[config.mk]
export PLATFORM = sky130hd
export DESIGN_NAME = preamble_length_checksum_deframer
export DESIGN_NICKNAME = d
export VERILOG_FILES = /design/src/plcd_pkg.sv /design/src/plcd_parser.sv /design/src/preamble_length_checksum_deframer.sv
export SDC_FILE = /design/constraint.sdc
export NUM_CORES = 1
export LEC_CHECK = 0
export ABC_CLOCK_PERIOD_IN_PS = 13700
export BUFFER_PORTS_ARGS = -buffer_cell sky130_fd_sc_hd__buf_2
export CAP_MARGIN = 20
export CELL_PAD_IN_SITES_DETAIL_PLACEMENT = 1
export CELL_PAD_IN_SITES_GLOBAL_PLACEMENT = 2
export CORE_MARGIN = 5
export CORE_UTILIZATION = 30
export CTS_CLUSTER_SIZE = 30
export DETAILED_ROUTE_END_ITERATION = 10
export PLACE_DENSITY_LB_ADDON = 0.1
export SETUP_SLACK_MARGIN = 0.2
export SLEW_MARGIN = 10
export SYNTH_ARGS = -nofsm -noshare
export SYNTH_HDL_FRONTEND = slang
export SYNTH_SLANG_ARGS = --single-unit
[constraint.sdc]
create_clock -name aclk -period 13.7 [get_ports aclk]
set_input_delay 2.74 -clock aclk [delete_from_list [all_inputs] [get_ports aclk]]
set_output_delay 2.74 -clock aclk [all_outputs]
set_load 0.1 [all_outputs]
[src/plcd_pkg.sv]
// Types, codes and constants for the preamble/length/checksum deframer.
// Used by plcd_parser, the top level and the checker; depends on nothing.
`default_nettype none

package plcd_pkg;

    typedef enum logic [1:0] {
        PH_HUNT1,
        PH_HUNT2,
        PH_HEADER,
        PH_BODY
    } phase_t;

    localparam logic CMD_BYTE = 1'b0;
    localparam logic CMD_TICK = 1'b1;

    localparam logic KIND_PAYLOAD = 1'b0;
    localparam logic KIND_VERDICT = 1'b1;

    localparam logic [1:0] STATUS_OK      = 2'd0;
    localparam logic [1:0] STATUS_BAD_SUM = 2'd1;
    localparam logic [1:0] STATUS_SHORT   = 2'd2;

    localparam logic [7:0] PREAMBLE_0         = 8'h02;
    localparam logic [7:0] PREAMBLE_1         = 8'h01;
    localparam logic [7:0] SUM_SEED           = 8'h03;  // 0x02 + 0x01
    localparam logic [7:0] MIN_FRAME          = 8'd15;
    localparam logic [7:0] IDLE_SAT           = 8'hFF;
    localparam logic [7:0] IDLE_TIMEOUT_RESET = 8'd10;

    localparam logic [7:0] POS_LENGTH     = 8'd2;
    localparam logic [7:0] POS_DEST_FIRST = 8'd4;
    localparam logic [7:0] POS_DEST_LAST  = 8'd7;
    localparam logic [7:0] POS_SRC_FIRST  = 8'd8;
    localparam logic [7:0] POS_SRC_LAST   = 8'd11;
    localparam logic [7:0] POS_CMD_FIRST  = 8'd12;
    localparam logic [7:0] POS_CMD_LAST   = 8'd13;

    typedef struct packed {
        logic       cmd;
        logic [7:0] rx_byte;
    } in_item_t;

    typedef struct packed {
        logic        kind;
        logic [7:0]  payload_byte;
        logic [1:0]  status;
        logic [31:0] dest_addr;
        logic [31:0] source_addr;
        logic [15:0] command_word;
        logic [7:0]  payload_len;
        logic        last;
    } out_item_t;

endpackage

`default_nettype wire

[src/plcd_parser.sv]
// Frame parser: preamble hunt, header capture, checksum and idle timeout.
// Holds the frame state and produces at most one result per accepted item.
// Depends on plcd_pkg.
`default_nettype none

module plcd_parser (
    input  wire logic                aclk,
    input  wire logic                aresetn,
    input  wire logic                item_fire,
    input  wire plcd_pkg::in_item_t  item,
    input  wire logic [7:0]          idle_timeout,
    output logic                     res_valid,
    output plcd_pkg::out_item_t      res
);

    plcd_pkg::phase_t phase_reg, phase_next;
    logic [7:0]  pos_reg, pos_next;
    logic [7:0]  len_reg, len_next;
    logic [7:0]  sum_reg, sum_next;
    logic [7:0]  idle_reg, idle_next;
    logic [31:0] dest_reg, dest_next;
    logic [31:0] src_reg, src_next;
    logic [15:0] cmdw_reg, cmdw_next;

    logic       is_tick;
    logic [7:0] b;
    logic [7:0] idle_inc;
    logic       timeout_hit;
    logic       short_len;
    logic       body_end;

    assign is_tick     = (item.cmd == plcd_pkg::CMD_TICK);
    assign b           = item.rx_byte;
    assign idle_inc    = (idle_reg == plcd_pkg::IDLE_SAT) ? idle_reg : idle_reg + 8'd1;
    assign timeout_hit = (idle_inc >= idle_timeout);
    assign short_len   = (b < plcd_pkg::MIN_FRAME);
    // Checksum byte is the one at position length-1
    assign body_end    = ({1'b0, pos_reg} + 9'd1) >= {1'b0, len_reg};

    // Next phase
    always_comb begin
        phase_next = phase_reg;
        if (item_fire) begin
            if (is_tick) begin
                if (phase_reg != plcd_pkg::PH_HUNT1 && timeout_hit) begin
                    phase_next = plcd_pkg::PH_HUNT1;
                end
            end else begin
                case (phase_reg)
                    plcd_pkg::PH_HUNT1: begin
                        if (b == plcd_pkg::PREAMBLE_0) begin
                            phase_next = plcd_pkg::PH_HUNT2;
                        end
                    end
                    plcd_pkg::PH_HUNT2: begin
                        if (b == plcd_pkg::PREAMBLE_1) begin
                            phase_next = plcd_pkg::PH_HEADER;
                        end else if (b != plcd_pkg::PREAMBLE_0) begin
                            phase_next = plcd_pkg::PH_HUNT1;
                        end
                    end
                    plcd_pkg::PH_HEADER: begin
                        if (pos_reg == plcd_pkg::POS_LENGTH && short_len) begin
                            phase_next = plcd_pkg::PH_HUNT1;
                        end else if (pos_reg >= plcd_pkg::POS_CMD_LAST) begin
                            phase_next = plcd_pkg::PH_BODY;
                        end
                    end
                    plcd_pkg::PH_BODY: begin
                        if (body_end) begin
                            phase_next = plcd_pkg::PH_HUNT1;
                        end
                    end
                    default: begin
                        phase_next = plcd_pkg::PH_HUNT1;
                    end
                endcase
            end
        end
    end

    // Datapath and result
    always_comb begin
        pos_next  = pos_reg;
        len_next  = len_reg;
        sum_next  = sum_reg;
        idle_next = idle_reg;
        dest_next = dest_reg;
        src_next  = src_reg;
        cmdw_next = cmdw_reg;
        res_valid = 1'b0;
        res       = '0;
        if (item_fire) begin
            if (is_tick) begin
                if (phase_reg != plcd_pkg::PH_HUNT1) begin
                    idle_next = timeout_hit ? 8'd0 : idle_inc;
                end
            end else begin
                idle_next = 8'd0;
                case (phase_reg)
                    plcd_pkg::PH_HUNT2: begin
                        if (b == plcd_pkg::PREAMBLE_1) begin
                            pos_next = plcd_pkg::POS_LENGTH;
                            sum_next = plcd_pkg::SUM_SEED;
                        end
                    end
                    plcd_pkg::PH_HEADER: begin
                        sum_next = sum_reg + b;
                        pos_next = pos_reg + 8'd1;
                        if (pos_reg == plcd_pkg::POS_LENGTH) begin
                            len_next = b;
                            if (short_len) begin
                                res_valid  = 1'b1;
                                res.kind   = plcd_pkg::KIND_VERDICT;
                                res.status = plcd_pkg::STATUS_SHORT;
                                res.last   = 1'b1;
                            end
                        end
                        if (pos_reg inside {[plcd_pkg::POS_DEST_FIRST:plcd_pkg::POS_DEST_LAST]}) begin
                            dest_next = {dest_reg[23:0], b};
                        end
                        if (pos_reg inside {[plcd_pkg::POS_SRC_FIRST:plcd_pkg::POS_SRC_LAST]}) begin
                            src_next = {src_reg[23:0], b};
                        end
                        if (pos_reg inside {[plcd_pkg::POS_CMD_FIRST:plcd_pkg::POS_CMD_LAST]}) begin
                            cmdw_next = {cmdw_reg[7:0], b};
                        end
                    end
                    plcd_pkg::PH_BODY: begin
                        res_valid = 1'b1;
                        if (body_end) begin
                            res.kind         = plcd_pkg::KIND_VERDICT;
                            res.status       = (b == sum_reg) ? plcd_pkg::STATUS_OK
                                                              : plcd_pkg::STATUS_BAD_SUM;
                            res.dest_addr    = dest_reg;
                            res.source_addr  = src_reg;
                            res.command_word = cmdw_reg;
                            res.payload_len  = len_reg - plcd_pkg::MIN_FRAME;
                            res.last         = 1'b1;
                        end else begin
                            sum_next         = sum_reg + b;
                            pos_next         = pos_reg + 8'd1;
                            res.kind         = plcd_pkg::KIND_PAYLOAD;
                            res.payload_byte = b;
                        end
                    end
                    default: begin
                    end
                endcase
            end
        end
    end

    always_ff @(posedge aclk) begin
        if (!aresetn) begin
            phase_reg <= plcd_pkg::PH_HUNT1;
            pos_reg   <= 8'd0;
            sum_reg   <= 8'd0;
            idle_reg  <= 8'd0;
        end else begin
            phase_reg <= phase_next;
            pos_reg   <= pos_next;
            sum_reg   <= sum_next;
            idle_reg  <= idle_next;
        end
    end

    // Header fields are always fully written before they are read
    always_ff @(posedge aclk) begin
        len_reg  <= len_next;
        dest_reg <= dest_next;
        src_reg  <= src_next;
        cmdw_reg <= cmdw_next;
    end

endmodule

`default_nettype wire

[src/preamble_length_checksum_deframer.sv]
// Top level of the preamble/length/checksum deframer.
// Instantiates plcd_parser; depends on plcd_pkg.
//
// Usage:
//   s_valid/s_ready/s_data carry one item per transfer: a received byte
//   (cmd = byte) or one time tick (cmd = tick). Frames start with 0x02 0x01,
//   byte 2 is the total length, then destination, source and command words.
//   m_valid/m_ready/m_data carry results: each payload byte as it arrives,
//   then one verdict (last = 1) with header fields and status ok or checksum
//   mismatch, or a short verdict for length below 15. Other items give none.
//   cfg_valid/cfg_ready/cfg_data write the idle timeout in ticks; cfg_ready
//   is always high. Write it only while the block is idle.
//   A result is registered and on m_data in the cycle after its transfer.
//   Throughput: one item per cycle while the output is not stalled, set by
//   the single parser pass feeding the output register.
//   Stall: while m_valid is high and m_ready low, s_ready drops; the pending
//   result holds. s_ready is high whenever the output register is empty or
//   being drained in the same cycle.
//   Reset: aresetn low for one cycle returns to the preamble hunt, empties
//   the output register and sets the idle timeout back to 10 ticks.
`default_nettype none

module preamble_length_checksum_deframer (
    input  wire logic                aclk,
    input  wire logic                aresetn,
    input  wire logic                s_valid,
    output logic                     s_ready,
    input  wire plcd_pkg::in_item_t  s_data,
    output logic                     m_valid,
    input  wire logic                m_ready,
    output plcd_pkg::out_item_t      m_data,
    input  wire logic                cfg_valid,
    output logic                     cfg_ready,
    input  wire logic [7:0]          cfg_data
);

    logic [7:0]          timeout_reg, timeout_next;
    logic                m_valid_reg, m_valid_next;
    plcd_pkg::out_item_t m_data_reg, m_data_next;
    logic                s_fire;
    logic                res_valid;
    plcd_pkg::out_item_t res;

    assign cfg_ready = 1'b1;
    assign s_ready   = !m_valid_reg || m_ready;
    assign s_fire    = s_valid && s_ready;
    assign m_valid   = m_valid_reg;
    assign m_data    = m_data_reg;

    plcd_parser u_parser (
        .aclk         (aclk),
        .aresetn      (aresetn),
        .item_fire    (s_fire),
        .item         (s_data),
        .idle_timeout (timeout_reg),
        .res_valid    (res_valid),
        .res          (res)
    );

    always_comb begin
        timeout_next = timeout_reg;
        if (cfg_valid) begin
            timeout_next = cfg_data;
        end
    end

    // Load a new result, or drop the old one once it has been taken
    always_comb begin
        m_valid_next = m_valid_reg;
        m_data_next  = m_data_reg;
        if (s_fire && res_valid) begin
            m_valid_next = 1'b1;
            m_data_next  = res;
        end else if (m_ready) begin
            m_valid_next = 1'b0;
        end
    end

    always_ff @(posedge aclk) begin
        if (!aresetn) begin
            timeout_reg <= plcd_pkg::IDLE_TIMEOUT_RESET;
            m_valid_reg <= 1'b0;
        end else begin
            timeout_reg <= timeout_next;
            m_valid_reg <= m_valid_next;
        end
    end

    always_ff @(posedge aclk) begin
        m_data_reg <= m_data_next;
    end

endmodule

`default_nettype wire

==> results of run 1 <==
-- report_power, final --
group / total, mW / internal, mW / switching [mW]
registers: 0.725 / 0.725 / 0.000699
clock network: 0.659 / 0.395 / 0.264
logic: 0.0252 / 0.00852 / 0.0166
total: 1.41 / 1.13 / 0.281
-- synth_stat cells, drive strengths merged, types with 6 or more instances --
cell    number
nor2        24
buf         10
nand3       22
o21ai        6
nor2b       16
mux2i        8
nand4        6
a21boi      10
clkbuf      23
ha          30
a21oi        9
and3        97
nand2       31
inv         24
o211ai       6
edfxtp     187
xnor2       18
dfxtp       35
-- worst max path at each step --
stage          cells past startpoint         end
2_1_floorplan                      4  m_data[10]
3_3_place_gp                       4     s_ready
3_5_place_dp                       4     s_ready
4_1_cts                            4     s_ready
5_1_grt                            4     s_ready
6_report                           4     s_ready
-- metrics by stage --
step	instances	instance area [µm²]	hold WS [ns]	utilization	worst slack (ns)
after floorplan	644	9240	0.417	-	2.36
after global placement	1136	10200	0.424	0.336	7.54
after detailed placement	1136	10200	0.427	0.336	7.52
after CTS	1182	11100	0.441	0.362	7.52
after global routing	1183	11100	0.447	0.363	7.47
final	1183	11100	0.439	0.363	7.52
-- cell families (layout without fill, tap and decap cells) --
group,count (synthesis),count (layout),share of synthesized area
compound gates,69,69,0.0614
xor+xnor,21,21,0.0199
fa+ha+maj,31,31,0.0428
buf+inv,57,200,0.0295
flops,222,222,0.684
mux,12,12,0.0135
other cells,1,1,0.000406
simple gates,231,231,0.149
-- worst max-delay path: cells and delay by family --
kind | cells | cell delay (ns)
buf+inv | 3 | 0.65
simple gates | 1 | 0.04
-- routing by layer --
| metal | global-route usage | routed length [µm] |
|---|---|---|
| met5 | 0 | 0 |
| met4 | 0.0302 | 381 |
| met3 | 0.0211 | 1190 |
| met2 | 0.203 | 10200 |
| met1 | 0.175 | 10400 |
-- layout make-up --
class,instances,area (µm²),share of cell area
clock inverters,15,126,0.0114
repair buffers,130,688,0.0621
inverters,24,90.1,0.00813
multi-input cells,365,2680,0.242
well taps,396,495,0.0447
clock buffers,31,691,0.0623
flip-flops and latches,222,6320,0.570
==> impl_metrics.ini, run 1 <==
[timing]
setup_viol = 0
setup_tns_ns = 0
clock.fmax_ghz = 0.162
slew_headroom = 0.352
tightest_slew_ns = 0.972
period_minus_slack_ns = 6.18
finalCritPeriodShare = 0.451
hold_violations = 0
skew_ns = 0.0117
grt_setup_unrepaired = false
drv_slew = 0

[critical_path]
r2r-end = m_data[99]
crit_path_start = m_ready
r2r_slack_ns = 10.12
crit_type = in -> out
start_kind = primary input
crit_path_top_delay_cell = buf_2
r2r-start = u_parser.pos_reg[2]
r2r_cells = 11
cpPeakStageDelay_ns = 0.45
cp_common_cell = buf_2
critPathArrivalTime_ns = 3.44
end_kind = primary output
path_cells = buf_2, nor2b_1, inv_1, buf_2
crit_fanout = 4
cp_data_required_time_ns = 10.96

[synthesis]
synth_top_area_frac = 0.608
synthArstFlopShare = 0
synth_edf_count = 187
synth-seq-cells = 222
syn_area_mm2 = 0.00924
synthCells = 644
syn_avg_cell_area_um2 = 14.3
synthTopCellsByArea = edfxtp_1, dfxtp_1, and3_1, ha_1, xnor2_1
seq_area_frac_synth = 0.684
yosysTopAreaCell = edfxtp_1
yosysWarnings = 0
ys_types = 70
ys.flop_type = edfxtp_1
synth_nets = 697

[cells_and_area]
layout-drive-gt1-share = 0.245
nets = 822
fill_cells = 3208
most-common-layout-cells = edfxtp_1, buf_2, and3_1
syn2layout_area_growth_pct = 20.0
largest_reg_flops = 99
final_common_cell = edfxtp_1
n_antenna_cell = 0

[cts]
clk_latency_ns = 0.52
htree_levels = 1
cts_buffer_depth = 3
clk_pin_slew_worst_paths_ns = 0.06
cts_root_buf = clkbuf_16
cts-buffers-inserted = 26
post_cts_buffers = 0
cts_resized = 0
cts_sinks = 222
hold_buffers = 0
cts_tree = yes

[min_path]
whs_path_depth = 0
min-delay-start = u_parser.src_reg[19]
min_delay_worst_endpoint = u_parser.src_reg[27]
hold_class = reg -> reg

[power_and_ir_drop]
power_density_mw_per_mm2 = 127
peakVddDrop_mv = 0.0832
power.total_mw = 1.41
p_leak_nw = 4.19

[drt]
vias = 5544
dr.pass1.iters = 4
via_per_inst = 4.69
postRouteWirelength_um = 22200
drtIter0Drc = 330
drc = 0
ant_nets = 0
wl_per_cell_um = 18.7

[placement]
place_hpwl_um = 14700
port_buffers = 123
place_congestion = 0.752

[global_route]
grt.total_usage = 0.125
grt_max_degree = 86
overflow = 0
grt_antenna_before_repair = 0
grt_pass1_wl_um = 33800
grt_pass1_vias = 5762

[floorplan]
core_area_mm2 = 0.0305
start_util = 0.303
fp.dieW_um = 185
die-area_mm2 = 0.0344
die_y_um = 185
io_pins = 125
num_rows = 64

[outcome]
status = finished clean

[job]
maxCapViolations = 0
Note: power is estimated with default switching activity, not from simulation.
==> run 2: changes to the inputs <==
--- a/config.mk
+++ b/config.mk
@@ -5,7 +5,7 @@
 export SDC_FILE = /design/constraint.sdc
 export NUM_CORES = 1
 export LEC_CHECK = 0
-export ABC_CLOCK_PERIOD_IN_PS = 13700
+export ABC_CLOCK_PERIOD_IN_PS = 6000
 export BUFFER_PORTS_ARGS = -buffer_cell sky130_fd_sc_hd__buf_2
 export CAP_MARGIN = 20
 export CELL_PAD_IN_SITES_DETAIL_PLACEMENT = 1
==> constraint.sdc (replaced) <==
create_clock -name aclk -period 6 [get_ports aclk]
set_input_delay 1.2 -clock aclk [delete_from_list [all_inputs] [get_ports aclk]]
set_output_delay 1.2 -clock aclk [all_outputs]
set_load 0.1 [all_outputs]
==> run 2 against run 1 <==
- clock power is 140% higher
- cell count up 0.25%
- global-route usage rose by 0.30 points
- sequential share of layout area fell by 0.13 points
- total power rose by 130%
- first-iteration DRC count shrank 6.4%
- count of clock-buffer cells in the layout rose by 1
- register-to-register slack lost 7.6 ns
- sequential power rose by 130%
- wire length increased by 0.68%
- design area increased by 0.23%
- highest routed layer unchanged
==> impl_metrics.ini, run 2 (synthesized netlist as in run 1, its figures left out) <==
[outcome]
status = finished clean

[cells_and_area]
syn2layout_area_growth_pct = 20.3
largest_reg_flops = 99
layout-drive-gt1-share = 0.251
final_common_cell = edfxtp_1
nets = 822
most-common-layout-cells = edfxtp_1, buf_2, and3_1

[floorplan]
num_rows = 64
die-area_mm2 = 0.0344
start_util = 0.303
io_pins = 125
die_y_um = 185
core_area_mm2 = 0.0305
fp.dieW_um = 185

[cts]
cts_resized = 0
cts_root_buf = clkbuf_16
clk_latency_ns = 0.52
cts_tree = yes
cts-buffers-inserted = 26
hold_buffers = 0
post_cts_buffers = 0
clk_pin_slew_worst_paths_ns = 0.06
htree_levels = 1
cts_buffer_depth = 3
cts_sinks = 222

[drt]
wl_per_cell_um = 18.8
via_per_inst = 4.64
drc = 0
ant_nets = 0
postRouteWirelength_um = 22300
dr.pass1.iters = 4
drtIter0Drc = 309
vias = 5508

[global_route]
grt_pass1_wl_um = 34500
grt_max_degree = 83
grt.total_usage = 0.128
grt_pass1_vias = 5834
grt_antenna_before_repair = 1
overflow = 0

[power_and_ir_drop]
peakVddDrop_mv = 0.172
p_clk_frac = 0.477
seq_power_share = 0.505
switchingPower_mw = 0.653
combPwrFrac = 0.017
swShare = 0.199
power_density_mw_per_mm2 = 295
p_leak_nw = 4.19
internal_power_mw = 2.63

[critical_path]
end_kind = register
crit_type = reg -> reg
crit_fanout = 82
start_kind = register
critPathArrivalTime_ns = 3.87
cp_data_required_time_ns = 6.35

[timing]
tightest_slew_ns = 0.986
period_minus_slack_ns = 3.52
worst_hold_slack_ns = 0.432
setup_tns_ns = 0
finalCritPeriodShare = 0.587
setup_viol = 0
hold_violations = 0
drv_slew = 0
clock.fmax_ghz = 0.284
slew_headroom = 0.342
skew_ns = 0.0172
grt_setup_unrepaired = false

[job]
maxCapViolations = 0

[placement]
port_buffers = 123
place_hpwl_um = 15300
place_congestion = 0.785

[min_path]
hold_class = reg -> reg
[run 2: final timing paths]
check | slack, ns | cells after the start | to | from
min reg2reg | 0.43 | 0 | u_parser.dest_reg[31] | u_parser.dest_reg[23]
min | 0.43 | 0 | u_parser.dest_reg[31] | u_parser.dest_reg[23]
max | 2.48 | 11 | m_data[89] | u_parser.pos_reg[0]
max reg2reg | 2.48 | 11 | m_data[89] | u_parser.pos_reg[0]
[run 2: area by class of cell]
class | count | area [µm²]
sequential | 222 | 6320
timing repair buffer | 130 | 668
inverter | 24 | 90.1
fill | 3203 | 19400
clock inverter | 16 | 165
antenna | 1 | 2.50
tap | 396 | 495
clock buffer | 32 | 694
multi-input combinational | 365 | 2680
[run 2: worst max-delay path, cell delays in order (launching register included)]
cell and delay, ns:
dfxtp_1 0.46, ha_1 0.31, nand3_4 0.12, nor2_4 0.20
xor2_1 0.10, ha_1 0.33, nand3_1 0.13, or3_4 0.44
nand2_2 0.07, buf_4 0.52, nand2_1 0.39, a31oi_1 0.28
[run 2: layer usage]
layer / routed length, µm / track usage / vias to the layer above
met2: 10300 / 0.205 / 118
met4: 402 / 0.0335 / 0
met1: 10400 / 0.179 / 2693
li1: - / - / 2665
met3: 1240 / 0.0238 / 32
met5: 0 / 0 / -
[run 2: power groups by stage]
| stage | registers (mW) | clock network [mW] | logic, mW |
|---|---|---|---|
| 3_3_place_gp | 1.69 | 0 | 0.0575 |
| 5_1_grt | 1.66 | 1.69 | 0.0639 |
| 4_1_cts | 1.66 | 1.62 | 0.0592 |
| 2_1_floorplan | 1.69 | 0 | 0.0318 |
| 3_5_place_dp | 1.69 | 0 | 0.0588 |
| 6_report | 1.66 | 1.57 | 0.0573 |
[run 2: per-stage QoR]
stage                util  setup slack (ns)  instance area, µm²  std cells  total power, mW
floorplan               -             0.650                9240        644             1.72
global placement    0.336              2.33               10200       1137             1.75
detailed placement  0.336              2.24               10200       1137             1.75
CTS                 0.364              2.42               11100       1185             3.33
global route        0.364              2.16               11100       1185             3.41
finish              0.364              2.48               11100       1186             3.28
==> run 3: changes to the inputs <==
--- a/config.mk
+++ b/config.mk
@@ -5,7 +5,7 @@
 export SDC_FILE = /design/constraint.sdc
 export NUM_CORES = 1
 export LEC_CHECK = 0
-export ABC_CLOCK_PERIOD_IN_PS = 6000
+export ABC_CLOCK_PERIOD_IN_PS = 3700
 export BUFFER_PORTS_ARGS = -buffer_cell sky130_fd_sc_hd__buf_2
 export CAP_MARGIN = 20
 export CELL_PAD_IN_SITES_DETAIL_PLACEMENT = 1
==> constraint.sdc (replaced) <==
create_clock -name aclk -period 3.7 [get_ports aclk]
set_input_delay 0.74 -clock aclk [delete_from_list [all_inputs] [get_ports aclk]]
set_output_delay 0.74 -clock aclk [all_outputs]
set_load 0.1 [all_outputs]
==> run 3 against run 2 <==
- wire length decreased by 0.13%
- core utilization is the same
- clock skew is 0.0086 ns lower
- largest power group unchanged
- combinational power increased by 72%
- flip-flop and latch count stayed put
- count of clock-buffer cells in the layout increased by 1
- setup slack got worse by 2.0 ns
- sequential power increased by 62%
- first-iteration DRC count decreased by 2.9%
- critical path depth down 1
- non-clock buffer count up 6
==> impl_metrics.ini, run 3 (synthesized netlist as in run 1, its figures left out) <==
[outcome]
status = finished clean

[cells_and_area]
most-common-layout-cells = edfxtp_1, buf_2, and3_1
final_common_cell = edfxtp_1
n_antenna_cell = 0
layout-drive-gt1-share = 0.254
fill_cells = 3216
syn2layout_area_growth_pct = 20.3
largest_reg_flops = 99
nets = 828

[global_route]
grt_max_degree = 91
top_usage_layer = met2
grt_antenna_before_repair = 1
overflow = 0
met3_usage = 0.0233
use_met1 = 0.172
grt_pass1_vias = 5979
use_met2 = 0.211
grt.total_usage = 0.127
grt_pass1_wl_um = 34500

[cts]
hold_buffers = 0
cts_sinks = 222
clk_pin_slew_worst_paths_ns = 0.06
cts-buffers-inserted = 26
post_cts_buffers = 0
cts_buffer_depth = 3
htree_levels = 1
cts_root_buf = clkbuf_16
cts_resized = 0
cts_tree = yes
clk_latency_ns = 0.51

[critical_path]
r2r_slack_ns = 0.47
cp_data_required_time_ns = 3.96
r2r-start = u_parser.pos_reg[3]
r2r-end = m_data[12]
crit_fanout = 81
cpPeakStageDelay_ns = 0.62
path_cells = nand3_1, nor2_1, xor2_1, ha_1, nand3_1, o22ai_2, a311oi_4, nand2_2, buf_4, and3_1
crit_type = reg -> reg
r2r_cells = 10
start_kind = register
crit_path_top_delay_cell = dfxtp_1
end_kind = register
critPathArrivalTime_ns = 3.49
cp_common_cell = nand3_1

[drt]
drc = 0
ant_nets = 0
dr.pass1.iters = 4
drtIter0Drc = 300
via_per_inst = 4.69
vias = 5583
wl_per_cell_um = 18.7
postRouteWirelength_um = 22300

[timing]
worst_hold_slack_ns = 0.437
setup_tns_ns = 0
skew_ns = 0.00855
setup_viol = 0
tightest_slew_ns = 0.786
finalCritPeriodShare = 0.873
hold_violations = 0
grt_setup_unrepaired = false
period_minus_slack_ns = 3.23
drv_slew = 0
slew_headroom = 0.476
clock.fmax_ghz = 0.310

[floorplan]
die-area_mm2 = 0.0344
start_util = 0.303
die_y_um = 185
fp.dieW_um = 185
core_area_mm2 = 0.0305
io_pins = 125
num_rows = 64

[placement]
place_hpwl_um = 15000
port_buffers = 123
place_congestion = 0.766

[power_and_ir_drop]
p_leak_nw = 4.20
power_density_mw_per_mm2 = 458
peakVddDrop_mv = 0.284

[min_path]
whs_path_depth = 0
min-delay-start = u_parser.src_reg[2]
hold_class = reg -> reg
min_delay_worst_endpoint = u_parser.src_reg[10]

[job]
maxCapViolations = 0
-- run 3: cell count changes in the layout (fill, tap and decap cells not counted), moves of 2 or more --
cell       change
buf_12         +2
nor3b_2        -2
clkinv_1       +3
nor3b_4        +2
buf_4          +4
bufinv_16      -3
-- run 3: stage by stage --
| step | util | worst slack, ns | power [mW] | instance area [µm²] | instances |
|---|---|---|---|---|---|
| after floorplan | - | 0.232 | 2.79 | 9260 | 644 |
| after global placement | 0.339 | 0.445 | 2.84 | 10300 | 1143 |
| after detailed placement | 0.339 | 0.475 | 2.84 | 10300 | 1143 |
| after CTS | 0.364 | 0.452 | 5.17 | 11100 | 1191 |
| after global routing | 0.364 | 0.240 | 5.29 | 11100 | 1191 |
| final | 0.364 | 0.472 | 5.09 | 11100 | 1191 |
-- run 3: critical path, delay by kind of cell, from the launching register on --
kind | cells | cell delay, ns
AOI/OAI and AO/OA | 2 | 0.48
xor gates and xnor gates | 1 | 0.21
adders and majority gates | 1 | 0.27
buffers and inverters | 1 | 0.34
DFF | 1 | 0.62
and+or+nand+nor | 5 | 1.00
-- run 3: per-layer routing --
layer | routed length (µm) | part of all wire
met1 | 10200 | 0.46
met2 | 10400 | 0.46
met3 | 1180 | 0.053
met4 | 563 | 0.025
met5 | 0 | 0
-- run 3: where the power goes --
| group | internal [mW] | switching, mW | leakage, nW |
|---|---|---|---|
| Clock | 1.33 | 0.974 | 0.379 |
| Combinational | 0.0335 | 0.0648 | 1.95 |
| Sequential | 2.68 | 0.00293 | 1.87 |
| Total | 4.05 | 1.04 | 4.20 |
-- run 3: how the worst max path moves through the flow --
stage | startpoint | end | slack, ns | depth (start not counted)
floorplan | m_ready | u_parser.src_reg[0] | 0.23 | 6
global placement | u_parser.pos_reg[3] | m_data[86] | 0.44 | 10
detailed placement | u_parser.pos_reg[3] | m_data[12] | 0.48 | 10
CTS | u_parser.pos_reg[3] | m_data[86] | 0.45 | 10
global route | u_parser.pos_reg[3] | m_data[36] | 0.24 | 10
finish | u_parser.pos_reg[3] | m_data[12] | 0.47 | 10
-- run 3: layout make-up --
class                      count  area (µm²)  share of cell area
tap                          396         495              0.0446
inverter                      24        93.8             0.00845
clock inverter                15        76.3             0.00687
multi-input combinational    365        2690               0.242
timing repair buffer         136         738              0.0664
sequential                   222        6320               0.569
clock buffer                  33         698              0.0628
